$ cat src/rtl/vtsa_pkg.sv
`default_nettype none
package vtsa_pkg;

  localparam int unsigned ANGLE_W = 34;
  localparam int unsigned AZ_W    = 16;
  localparam int unsigned POL_W   = 15;
  localparam int unsigned LEN_W   = 34;
  localparam int unsigned TAB_N   = 32;

  typedef logic signed [ANGLE_W-1:0] angle_t;

  // pi and the output angle limit, Q2.30 and Q3.13
  localparam angle_t ANGLE_PI  = 34'sd3373259426;
  localparam angle_t ANGLE_MAX = 34'sd25736;
  localparam angle_t ANGLE_RND = 34'sd65536;

  // atan(2^-i) in Q2.30, truncated
  localparam angle_t ATAN_TAB [TAB_N] = '{
    34'sd843314856, 34'sd497837829, 34'sd263043836, 34'sd133525158,
    34'sd67021686,  34'sd33543515,  34'sd16775850,  34'sd8388437,
    34'sd4194282,   34'sd2097149,   34'sd1048575,   34'sd524287,
    34'sd262143,    34'sd131071,    34'sd65535,     34'sd32767,
    34'sd16383,     34'sd8191,      34'sd4095,      34'sd2047,
    34'sd1023,      34'sd511,       34'sd255,       34'sd127,
    34'sd63,        34'sd31,        34'sd15,        34'sd7,
    34'sd3,         34'sd1,         34'sd0,         34'sd0
  };

endpackage
`default_nettype wire

$ cat src/rtl/vtsa_cordic_cell.sv
`default_nettype none
module vtsa_cordic_cell #(
  parameter int unsigned XW    = 36,
  parameter int unsigned STAGE = 0
) (
  input  wire logic                   clk_i,
  input  wire logic                   en_i,
  input  wire logic signed [XW-1:0]   x_i,
  input  wire logic signed [XW-1:0]   y_i,
  input  wire vtsa_pkg::angle_t       z_i,
  output logic signed [XW-1:0]        x_o,
  output logic signed [XW-1:0]        y_o,
  output vtsa_pkg::angle_t            z_o
);

  logic signed [XW-1:0] xs, ys, x_d, y_d, x_q, y_q;
  vtsa_pkg::angle_t     z_d, z_q;

  always_comb begin
    xs = x_i >>> STAGE;
    ys = y_i >>> STAGE;
    if (!y_i[XW-1]) begin
      x_d = x_i + ys;
      y_d = y_i - xs;
      z_d = z_i + vtsa_pkg::ATAN_TAB[STAGE];
    end else begin
      x_d = x_i - ys;
      y_d = y_i + xs;
      z_d = z_i - vtsa_pkg::ATAN_TAB[STAGE];
    end
  end

  always_ff @(posedge clk_i) begin
    if (en_i) begin
      x_q <= x_d;
      y_q <= y_d;
      z_q <= z_d;
    end
  end

  assign x_o = x_q;
  assign y_o = y_q;
  assign z_o = z_q;

endmodule
`default_nettype wire

$ cat config.mk
export PLATFORM = sky130hd
export DESIGN_NAME = vtsa_cordic_cell
export DESIGN_NICKNAME = d
export VERILOG_FILES = /design/src/rtl/vtsa_pkg.sv /design/src/rtl/vtsa_cordic_cell.sv
export SDC_FILE = /design/constraint.sdc
export NUM_CORES = 1
export LEC_CHECK = 0
export ABC_CLOCK_PERIOD_IN_PS = 5200
export BUFFER_PORTS_ARGS = -buffer_cell sky130_fd_sc_hd__buf_2
export CORE_ASPECT_RATIO = 1.5
export CORE_MARGIN = 4
export CORE_UTILIZATION = 40
export DETAILED_ROUTE_END_ITERATION = 8
export SKIP_CTS_REPAIR_TIMING = 1
export SYNTH_ARGS = -nofsm -noshare
export SYNTH_HDL_FRONTEND = slang
export SYNTH_SLANG_ARGS = --single-unit
$ cat constraint.sdc
create_clock -name clk_i -period 5.2 [get_ports clk_i]
set_input_delay 0 -clock clk_i [delete_from_list [all_inputs] [get_ports clk_i]]
set_output_delay 0 -clock clk_i [all_outputs]
set_load 0.02 [all_outputs]
# After elaboration in Yosys (flattened, before gate mapping)
# Index checks and enable logic that the tools add are counted.
# op_classes
addsub	5
n_mux	3
# op_table
cell	n
2-to-1 mux 36 bit	2
subtractor 36 bit	2
adder 36 bit	1
adder 34 x 31 -> 34 bit (second input constant)	1
2-to-1 mux 34 bit	1
subtractor 34 x 31 -> 34 bit (second input constant)	1
# totals
inputBits	108
output_inout_bits	106
regBits	106
wordCells	11

# Logic depth before layout (Yosys ltp)
# logic_depth
depth_word	2
ltp_mapped	15
ltp_nobuf	12

# Worst setup path before layout
# Ideal clock, no wire load.
# synth_timing
path_kind	in2reg
startpoint	input y_i[35]
endpoint	register z_q[28] (netlist: z_o[28]), data pin
t_arrival_ns	3.316
setup_time_ns	0.262
cell_stages	15
required_ns	4.938
slack_ns	1.622
cell_sequence	clkbuf_1 > inv_1 > clkbuf_1 > buf_1 > ha_1 > buf_2 > a211oi_1 > o21ai_1 > a221oi_1 > a21boi_1 > a311o_1 > o221ai_1 > o21ai_1 > a21o_1 > xor2_1
# synth_via
elab_chain_len	1
# synth_rtl
item	line_no	rtl
from (decl)	vtsa_cordic_cell.sv:9	input wire logic signed [XW-1:0] y_i,
2-to-1 mux 34 bit	vtsa_cordic_cell.sv:22	if (!y_i[XW-1]) begin
named net z_d[28]	vtsa_cordic_cell.sv:17	vtsa_pkg::angle_t z_d, z_q;
to (signal assigned)	vtsa_cordic_cell.sv:37	z_q <= z_d;
to (decl)	vtsa_cordic_cell.sv:17	
# The timed path passes the listed nets, and every way through them passes these cells.
# A chain may end at the register's enable or synchronous reset.

# Worst setup path in the final report
# layout_timing
startpoint	input y_i[35]
endpoint	register z_q[33] (netlist: z_o[33]), data pin
# The elaborated chain is that of the path after synthesis.

==> out/metrics.cfg <==
[yosys]
ys_warn_count = 0
syn_nets = 1536
syn_area_per_cell_sq_um = 8.549
synthFlopType = edfxtp_1
yosysSeqAreaShare = 0.2859
synth_enable_flop_cells = 105
syn_inst = 1290
ys_async_sr_fraction = 0
ys_types = 75
ys_seq_elements = 105
synth_area_sq_um = 11030

[route]
dr.first_iter.drc_count = 656
drc = 0
first_pass_iters = 5
antenna_left = 0
routedWlPerCell_um = 19.69
routed_wirelength_um = 35680
vias = 10410
via_per_inst = 5.743

[worst_setup_path]
crit_path_end = z_o[33]$_DFFE_PP_
path_max_fanout = 48
path_delay_family = compound AO/OA/AOI/OAI gates
arrival_ns = 3.56
path_depth = 12
slowest_stage = buf_4
worstPathRequired_ns = 5.32
cp_cell_sequence = buf_4 -> inv_2 -> buf_4 -> ha_1 -> a21o_1 -> a221oi_1 -> a21oi_1 -> a221oi_1 -> o21ai_1 -> a221oi_2 -> o21ai_1 -> xnor2_1
path_class = in -> reg
crit_start = y_i[35]
path_buf_inv = 3
endpoint_kind = flop
cp-start-kind = input pin
cpPeakStageDelay_ns = 0.45

[placed_design]
port_buffers = 213
placed_area_sq_um = 12320
place_inst = 1792
dp.final_hpwl_um = 28860
gp_congestion = 0.9477

[clock_tree]
clock-root-buffer = clkbuf_16
cts_tree = built
htreeDepth = 3
clkSinkCount = 105
cts_buffers = 9
clk_path_buf_depth = 2
path_clk_slew_ns = 0.07

[timing]
rsz0062_at_grt = false
fin_crit_sh = 0.6614
finalMaxSlewViolations = 0
hold_viol = 0
max-slew-margin-rel = 0.3391
period_needed_ns = 3.440
fmax_mhz = 290.7
setup_viol = 0
worst_pin_slew_ns = 0.9823
fin_tns_setup_ns = 0

[finish]
areaGrowthSynthToFinish_pct = 15.03
final_common_cell = buf_2
instances_no_fill = 1812
final_cell_area_sq_um = 12690
final_nets = 1712
final_core_util = 0.4660
final_layout_size_suffix_gt1_frac = 0.1728
fill_cells = 2803
diodes = 0
final_cell_mix = buf_2 (211), a21oi_1 (172), ha_1 (134)

[run_status]
outcome = finished clean

[floorplan]
fp.coreArea_sq_um = 27220
io_pins = 214
fp.dieH_um = 211.4
initial_core_util = 0.4051
row_count = 74
dieWidth_um = 143.6
die-area_sq_um = 30350

[grt]
grt_use_total = 0.2310
grt_pass1_wl_um = 54880
grt-ovfl-total = 0
antenna_found_initial = 2
grt_pass1_vias = 10460
grt_max_degree = 62

[run]
drv_cap = 0

[power_and_ir_drop]
power_density_nw_per_um2 = 263.9
p_leak_nw = 5.608
ir_drop_mv = 0.2070

[min_path]
hold_class = in -> reg

[cell type report]
cell class / instances / area (sq um) / area share
flip-flops and latches: 105 / 3153 / 0.2485
well taps: 342 / 427.9 / 0.03373
inverters: 118 / 442.9 / 0.03491
clock buffers: 9 / 225.2 / 0.01775
clock inverters: 6 / 90.09 / 0.007101
repair buffers: 221 / 1144 / 0.09015
multi-input cells: 1011 / 7203 / 0.5678
[sequential cells by signal, summed over array words and instances (netlist names)]
| register | cells |
|---|---|
| x_o | 36 |
| y_o | 35 |
| z_o | 34 |
[cells by family (layout without fill, tap and decap cells)]
kind of cell               count (synthesis)  in the layout  synth area share
buffers and inverters                    174            354           0.06093
muxes                                     28             28           0.02541
and+or+nand+nor                          297            297            0.1301
DFF                                      105            105            0.2859
xor gates and xnor gates                  93             93           0.07386
AOI/OAI and AO/OA                        455            455            0.2645
adders and majority gates                138            138            0.1593
[cell usage after synthesis, drive strengths merged, types with 11 or more instances]
cell,instances,share of area
edfxtp,105,0.29
xnor2,79,0.063
inv,116,0.039
clkbuf,38,0.013
nor4,11,0.0068
a211oi,15,0.010
nor2b,16,0.0091
o31ai,15,0.011
nand2b,11,0.0062
o211ai,13,0.0093
mux2i,28,0.025
ha,134,0.15
xor2,14,0.011
nor2,94,0.032
a21o,34,0.023
buf,18,0.0078
o21ai,77,0.035
nand3,22,0.010
nor3,25,0.011
o21bai,40,0.027
a21oi,174,0.080
o21a,14,0.0095
nand4,19,0.011
nand2,63,0.021
[metal layers]
metal,up-vias,GRT usage,share of wire
met4,4,0.1140,0.051
met5,-,0,0.00056
met1,4867,0.2503,0.37
met3,103,0.03864,0.053
li1,5037,-,-
met2,395,0.4274,0.52
[worst min-delay path by stage]
| stage | start | endpoint | slack, ns | depth (start not counted) |
|---|---|---|---|---|
| 6_report | z_i[33] | z_o[33]$_DFFE_PP_ | 0.03 | 3 |
| 5_1_grt | y_i[0] | x_o[0]$_DFFE_PP_ | 0.04 | 3 |
| 4_1_cts | z_i[1] | z_o[1]$_DFFE_PP_ | -0.22 | 1 |
| 3_5_place_dp | z_i[1] | z_o[1]$_DFFE_PP_ | 0.18 | 1 |
| 3_3_place_gp | z_i[1] | z_o[1]$_DFFE_PP_ | 0.18 | 1 |
| 2_1_floorplan | z_i[0] | z_o[0]$_DFFE_PP_ | 0.1 | 0 |
[metrics by stage]
stage          setup slack, ns  hold slack [ns]  total power [mW]
2_1_floorplan            1.622          0.09887             2.139
3_3_place_gp             1.398           0.1773             2.603
3_5_place_dp             1.349           0.1787             2.601
4_1_cts                  1.763          -0.2206             3.370
5_1_grt                  1.487          0.04010             3.549
6_report                 1.760          0.03448             3.348
[report_power, final]
group | total, mW | switching (mW) | internal (mW)
Clock | 0.752 | 0.330 | 0.422
Sequential | 1.16 | 0.0376 | 1.12
Combinational | 1.43 | 0.925 | 0.510
Total | 3.35 | 1.29 | 2.05
Power figures use the tool's default switching activity.
