<file path="config.mk">
export PLATFORM = sky130hd
export DESIGN_NAME = vtsa_sqrt_cell
export DESIGN_NICKNAME = d
export VERILOG_FILES = /design/src/rtl/vtsa_sqrt_cell.sv
export SDC_FILE = /design/constraint.sdc
export NUM_CORES = 1
export LEC_CHECK = 0
export BUFFER_PORTS_ARGS = -buffer_cell sky130_fd_sc_hd__buf_2
export CAP_MARGIN = 0
export CORE_MARGIN = 4
export CORE_UTILIZATION = 45
export CTS_CLUSTER_SIZE = 20
export DETAILED_ROUTE_END_ITERATION = 8
export PLACE_DENSITY = 0.7
export SLEW_MARGIN = 20
export SYNTH_ARGS = -nofsm -noshare
export SYNTH_HDL_FRONTEND = slang
export SYNTH_SLANG_ARGS = --single-unit
</file>
<file path="constraint.sdc">
create_clock -name clk_i -period 10.3 [get_ports clk_i]
set_input_delay 2.06 -clock clk_i [delete_from_list [all_inputs] [get_ports clk_i]]
set_output_delay 2.06 -clock clk_i [all_outputs]
set_load 0.005 [all_outputs]
</file>
<file path="src/rtl/vtsa_sqrt_cell.sv">
`default_nettype none
module vtsa_sqrt_cell #(
  parameter int unsigned REM_W  = 68,
  parameter int unsigned ROOT_W = 34,
  parameter int unsigned BIT    = 0
) (
  input  wire logic              clk_i,
  input  wire logic              en_i,
  input  wire logic [REM_W-1:0]  rem_i,
  input  wire logic [ROOT_W-1:0] root_i,
  output logic      [REM_W-1:0]  rem_o,
  output logic      [ROOT_W-1:0] root_o
);

  localparam int unsigned CW = 2 * ROOT_W + 1;

  logic [CW-1:0]     trial;
  logic              fits;
  logic [REM_W-1:0]  rem_d, rem_q;
  logic [ROOT_W-1:0] root_d, root_q;

  // (r + 2^b)^2 - r^2 = (2r + 2^b) << b
  always_comb begin
    trial  = (CW'(root_i) << (BIT + 1)) | (CW'(1) << (2 * BIT));
    fits   = CW'(rem_i) >= trial;
    rem_d  = fits ? (rem_i - trial[REM_W-1:0]) : rem_i;
    root_d = fits ? (root_i | (ROOT_W'(1) << BIT)) : root_i;
  end

  always_ff @(posedge clk_i) begin
    if (en_i) begin
      rem_q  <= rem_d;
      root_q <= root_d;
    end
  end

  assign rem_o  = rem_q;
  assign root_o = root_q;

endmodule
`default_nettype wire

</file>
Word-level counts from Yosys, hierarchy flattened
Index checks and enable logic that the tools add are counted.

storage, ports and cells
  output and inout bits = 102
  register bits = 102
  logic and storage cells = 6

cells by class
  muxes and demuxes = 1
  add/sub/neg operators = 1
  magnitude comparators = 1

operators by type and width
  kind                                          number
  greater-or-equal comparator 68 x 35 -> 1 bit  1
  2-to-1 mux 68 bit                             1
  subtractor 68 x 35 -> 68 bit                  1

Logic depth before layout (Yosys ltp)
Gate-level depths: netlist of run 1.

  depth in word-level cells = 2
  depth in mapped cells = 13
  gate-level depth less buffers = 10

Worst setup path before layout of run 1
Ideal clock, no wire load.

  kind = input-to-reg
  from = in root_i[32]
  to = reg rem_q[46] (netlist: rem_o[46]) (data pin)
  data required time = 10,042 ps
  arrival time = 4,387 ps
  stages on the path = 10
  path buffers = 1
  path slack = 5,655 ps
  setup time = 258 ps
  cells stage by stage = inv_1 > ha_1 > clkbuf_1 > nand4_1 > or3_1 > nor2b_1 > o311a_1 > o21ai_2 > or4_1 > xnor2_1

between the ends
  longest elaborated chain between the ends = 2
  elaborated cells between the ends (all ways) = 3
  those cells by class = add/sub (1); order compare (1); mux (1)

ends and longest elaborated chain
  what                                                                                          RTL line  RTL
  start, declared                                                                               10        input wire logic [ROOT_W-1:0] root_i,
  subtractor 68 x 35 -> 68 bit or greater-or-equal comparator 68 x 35 -> 1 bit (tied branches)  26, 25
  2-to-1 mux 68 bit (*)                                                                         26        rem_d = fits ? (rem_i - trial[REM_W-1:0]) : rem_i;
  net rem_d[46]                                                                                 19        logic [REM_W-1:0] rem_d, rem_q;
  end signal, assigned                                                                          32        rem_q <= rem_d;
  end, declared                                                                                 19

The timed path passes the listed nets; every way through them passes the cells marked *.
A chain may end at the register's enable or synchronous reset.

Worst setup path after layout of run 1
  from = in rem_i[42]
  to = reg rem_q[7] (netlist: rem_o[7]) (data pin)

between the ends
  longest elaborated chain between the ends = 2

ends and longest elaborated chain
  what                                          RTL line  RTL
  start, declared                               9         input wire logic [REM_W-1:0] rem_i,
  greater-or-equal comparator 68 x 35 -> 1 bit  25        fits = CW'(rem_i) >= trial;
  2-to-1 mux 68 bit                             26
  net rem_d[7]                                  19

The timed path passes the listed nets, and every way through them passes these cells.

==> flow_metrics.env, run 1 <==
export IMPL_via_per_inst=5.48
export IMPL_crit_path_cell_trace="buf_2, nor3_1, nand2_1, nor4_2, and4_1, nand4b_4, nor2_4, buf_4, mux2_1"
export IMPL_period_share_pct=50.5
export IMPL_critPathBufInv=2
export IMPL_grt_overflow=0
export IMPL_grt_max_degree=73
export IMPL_synth_xor_area_share_pct=8.40
export IMPL_drive_gt1_share_pct=27.6
export IMPL_die_area_um2=16600
export IMPL_status="complete, no violations"
export IMPL_synth_top_cell_by_area="edfxtp_1"
export IMPL_ios=206
export IMPL_stdcell_count=1041
export IMPL_timing_slew_headroom_pct=23.4
export IMPL_synth_top_family_by_area="simple AND/OR/NAND/NOR gates"
export IMPL_ys_flop_type="edfxtp_1"
export IMPL_die_width_um=129
export IMPL_min_delay_path_class="input pin to flip-flop"
export IMPL_globalplace_congestion=0.893
export IMPL_antenna_found_initial=0
export IMPL_critPathMaxFanout=40
export IMPL_final_common_cell="buf_2"
export IMPL_grt_pass1_vias=5443
export IMPL_required_ns=10.40
export IMPL_synthTopCellsByArea="edfxtp_1 (47%), ha_1 (6.7%), xor2_1 (5.3%)"
export IMPL_slew_viol_final=0
export IMPL_cts_resized=0
export IMPL_async_flop_share_pct=0
export IMPL_max_freq_mhz=192
export IMPL_busiest_layer="met2"
export IMPL_synth_compound_area_share_pct=14.9
export IMPL_cts_max_path_buffers=2
export IMPL_post_cts_setup_buffers=0
export IMPL_ys_ff_latch=102
export IMPL_vias=5704
export IMPL_ys_types=58
export IMPL_cts_tree="yes"
export IMPL_antenna_cells=0
export IMPL_drc_errors=0
export IMPL_syn_inst=658
export IMPL_syn_area_um2=6570
export IMPL_post_route_min_period_ns=5.20
export IMPL_grt_usage_pct=21.6
export IMPL_synthAdderAreaFrac_pct=6.97
export IMPL_finalHoldViolations=0
export IMPL_syn_avg_cell_area_um2=9.98
export IMPL_tightest_slew_ns=1.15
export IMPL_num_rows=43
export IMPL_pre_cts_ws_ns=4.74
export IMPL_synth_edf_count=102
export IMPL_endpoint_kind="flip-flop"
export IMPL_hpwl_um=14600
export IMPL_nFillCells=1258
export IMPL_yosysWarnings=0
export IMPL_slowest_stage="nor4_2"
export IMPL_start_util_pct=46.6
export IMPL_power_density_nw_per_um2=138
export IMPL_synth_simple_area_share_pct=18.1
export IMPL_syn2layout_area_growth_pct=22.0
export IMPL_gr_usage_met3_pct=3.24
export IMPL_met2_usage_pct=33.1
export IMPL_numCtsBuffers=9
export IMPL_rsz0062_at_grt="false"
export IMPL_cts_sinks=102
export IMPL_path_clk_slew_ns=0.07
export IMPL_final_util_pct=56.8
export IMPL_cts_root_buf="clkbuf_16"
export IMPL_critPathKind="input pin to flip-flop"
export IMPL_maxCapViolCount=0
export IMPL_dp_cells=1025
export IMPL_drtPass1Iterations=7
export IMPL_synth_seq_area_share_pct=46.6
export IMPL_core_um2=14100
export IMPL_antenna_left=0
export IMPL_finalNetCount=996
export IMPL_layout_common_cells="buf_2 (204), edfxtp_1 (102), nand2_1 (72), inv_1 (45), a21oi_1 (44)"
export IMPL_fin_hold_ws_ns=1.89
export IMPL_ctsHoldBuffers=0
export IMPL_grt_first_pass_wirelength_um=28200
export IMPL_crit_family="simple AND/OR/NAND/NOR gates"
export IMPL_use_met1_pct=31.6
export IMPL_fin_setup_tns_ns=0
export IMPL_ir_drop_uv=73.1
export IMPL_synthMuxAreaShare_pct=0.857
export IMPL_wl_per_cell_um=17.7
export IMPL_cpPeakStageDelay_ns=0.55
export IMPL_yosysTopAreaCellShare_pct=46.6
export IMPL_cp_arrival_ns=5.31
export IMPL_htree_levels=3
export IMPL_fp_dieH_um=129
export IMPL_p_leak_nw=3.36
export IMPL_port_buffers=205
export IMPL_fin_ws_ns=5.10
export IMPL_postRouteWirelength_um=18400
export IMPL_syn_nets=798
export IMPL_setup_viol=0
export IMPL_drtIter0Drc=465
export IMPL_worst_setup_path_start_kind="input pin"
-- metal layers --
| metal | part of all wire, % | wire length, um | vias up |
|---|---|---|---|
| met1 | 47 | 8600 | 2612 |
| met2 | 45 | 8210 | 241 |
| met5 | 0 | 0 | - |
| li1 | - | - | 2826 |
| met4 | 1.6 | 289 | 0 |
| met3 | 7.2 | 1320 | 25 |
-- metrics by stage --
step                instance area (um^2)  total power, mW
floorplan                           6570            0.672
global placement                    7740            0.789
detailed placement                  7740            0.791
CTS                                 8010             1.11
global route                        8010             1.16
finish                              8010             1.11
-- cells in the mapped netlist (all sizes together) (3+ instances only) --
cell and instances:
o21a 4, ha 35, clkbuf 13, nor3b 5, or4 10, o211ai 10
nand2 72, o21ai 55, nor3 20, edfxtp 102, xnor2 23, mux2 5
a211oi 5, a21o 9, o31ai 3, a31oi 6, or3 7, nor2 34
nand3 14, nor2b 7, xor2 40, o21bai 9, inv 45, or2 5
nand4 12, a21oi 44, buf 7, nor4 18, nand2b 13, a2111oi 3
-- final timing paths --
path / from / endpoint / slack (ns) / cells after the start
setup / recovery: rem_i[42] / rem_o[7] / 5.10 / 9
hold / removal: root_i[10] / root_o[10] / 1.89 / 1
-- state kept, by name (all words and copies together) (netlist names) --
signal and cells:
rem_o 68, root_o 34
-- final cells by class --
class	count	area [um^2]	share of cell area, %
Sequential cell	102	3060	38.2
Multi-Input combinational cell	491	3240	40.4
Clock buffer	9	225	2.81
Tap cell	180	225	2.81
Inverter	45	169	2.11
Clock inverter	7	47.5	0.594
Timing Repair Buffer	207	1040	13.0
-- power by group --
group,switching (mW),total [mW],internal (mW),leakage [nW]
Clock,0.155,0.319,0.164,0.134
Combinational,0.151,0.261,0.110,2.23
Sequential,0.0115,0.525,0.513,0.999
-- logic make-up (layout without fill, tap and decap cells) --
group,Yosys count,after routing
and+or+nand+nor,227,227
AOI/OAI and AO/OA,160,160
DFF,102,102
buffers and inverters,65,268
xor gates and xnor gates,63,63
adders and majority gates,36,36
muxes,5,5
Note: power is estimated with default switching activity, not from simulation.
==> run 2: changes to the inputs <==
==> constraint.sdc (replaced) <==
create_clock -name clk_i -period 4.8 [get_ports clk_i]
set_input_delay 0.96 -clock clk_i [delete_from_list [all_inputs] [get_ports clk_i]]
set_output_delay 0.96 -clock clk_i [all_outputs]
set_load 0.005 [all_outputs]
==> flow_metrics.env, run 2 (synthesized netlist as in run 1, its figures left out) <==
export IMPL_status="complete, no violations"
export IMPL_hpwl_um=15200
export IMPL_core_um2=14100
export IMPL_timing_slew_headroom_pct=39.6
export IMPL_num_rows=43
export IMPL_critPathMaxFanout=30
export IMPL_antenna_cells=0
export IMPL_fp_dieH_um=129
export IMPL_power_total_mw=2.42
export IMPL_grt_overflow=0
export IMPL_postRouteWirelength_um=19000
export IMPL_post_route_min_period_ns=3.72
export IMPL_grt_max_degree=51
export IMPL_grt_pass1_vias=5546
export IMPL_cts_sinks=102
export IMPL_antenna_left=0
export IMPL_ir_drop_uv=211
export IMPL_start_util_pct=46.6
export IMPL_worst_setup_path_start_kind="input pin"
export IMPL_cts_max_path_buffers=2
export IMPL_nFillCells=1287
export IMPL_p_leak_nw=3.39
export IMPL_layout_common_cells="buf_2 (204), edfxtp_1 (102), nand2_1 (72), inv_1 (45), a21oi_1 (43)"
export IMPL_globalplace_congestion=0.896
export IMPL_period_share_pct=77.5
export IMPL_critPathKind="input pin to flip-flop"
export IMPL_drc_errors=0
export IMPL_setup_viol=0
export IMPL_slew_viol_final=0
export IMPL_die_area_um2=16600
export IMPL_wl_per_cell_um=18.2
export IMPL_min_delay_path_class="input pin to flip-flop"
export IMPL_finalHoldViolations=0
export IMPL_path_clk_slew_ns=0.07
export IMPL_largest_reg_flops=68
export IMPL_drtIter0Drc=442
export IMPL_grt_first_pass_wirelength_um=29000
export IMPL_htree_levels=3
export IMPL_die_width_um=129
export IMPL_grt_usage_pct=22.2
export IMPL_maxCapViolCount=0
export IMPL_ctsHoldBuffers=0
export IMPL_cts_root_buf="clkbuf_16"
export IMPL_post_cts_setup_buffers=0
export IMPL_numCtsBuffers=9
export IMPL_cts_tree="yes"
export IMPL_final_common_cell="buf_2"
export IMPL_via_per_inst=5.57
export IMPL_drive_gt1_share_pct=28.0
export IMPL_syn2layout_area_growth_pct=22.9
export IMPL_final_util_pct=57.3
export IMPL_fin_setup_tns_ns=0
export IMPL_port_buffers=205
export IMPL_antenna_found_initial=0
export IMPL_ios=206
export IMPL_cts_resized=0
export IMPL_tightest_slew_ns=0.897
export IMPL_finalNetCount=1000
export IMPL_drtPass1Iterations=5
export IMPL_vias=5823
export IMPL_rsz0062_at_grt="false"
export IMPL_power_density_nw_per_um2=300
export IMPL_max_freq_mhz=269
export IMPL_cp_arrival_ns=3.82
export IMPL_required_ns=4.90
export IMPL_endpoint_kind="flip-flop"
==> run 2: final timing paths <==
check	from	to	slack (ns)	cells past startpoint
worst max-delay path	rem_i[56]	rem_o[27]	1.08	9
worst min-delay path	root_i[10]	root_o[10]	0.79	1
==> run 2: stage by stage <==
step           hold slack, ns  std cells  cell area (um^2)  worst slack [ns]
3_3_place_gp             1.15       1029              7780             0.744
6_report                0.790       1045              8070              1.08
2_1_floorplan            1.06        658              6570              1.26
4_1_cts                 0.780       1045              8070              1.10
5_1_grt                 0.782       1045              8070             0.916
3_5_place_dp             1.15       1029              7780             0.728
==> run 2: routing by layer <==
metal	up-vias	global-route usage, %	wire length, um
met5	-	0	0
met4	0	7.16	358
met2	254	33.6	8370
met3	28	4.69	1510
met1	2704	31.8	8740
li1	2837	-	-
==> run 2: cell type report <==
| type | count | area (um^2) | area share (%) |
|---|---|---|---|
| Clock buffer | 11 | 233 | 2.88 |
| Clock inverter | 5 | 57.6 | 0.713 |
| Inverter | 45 | 169 | 2.09 |
| Multi-Input combinational cell | 491 | 3240 | 40.1 |
| Sequential cell | 102 | 3060 | 37.9 |
| Tap cell | 180 | 225 | 2.79 |
| Timing Repair Buffer | 211 | 1090 | 13.5 |
==> run 2: power breakdown <==
group	switching [mW]	internal (mW)	total [mW]
Combinational	0.329	0.237	0.566
Sequential	0.0231	1.10	1.12
Clock	0.324	0.406	0.730
Total	0.677	1.74	2.42
==> run 2: worst max-delay path: stages <==
cell and delay, ns:
buf_2 0.11, or4_1 0.58, or3_4 0.40, nor3_4 0.25, and4_1 0.30, nand4b_4 0.21, nor2_4 0.44, buf_12 0.24
mux2_1 0.33
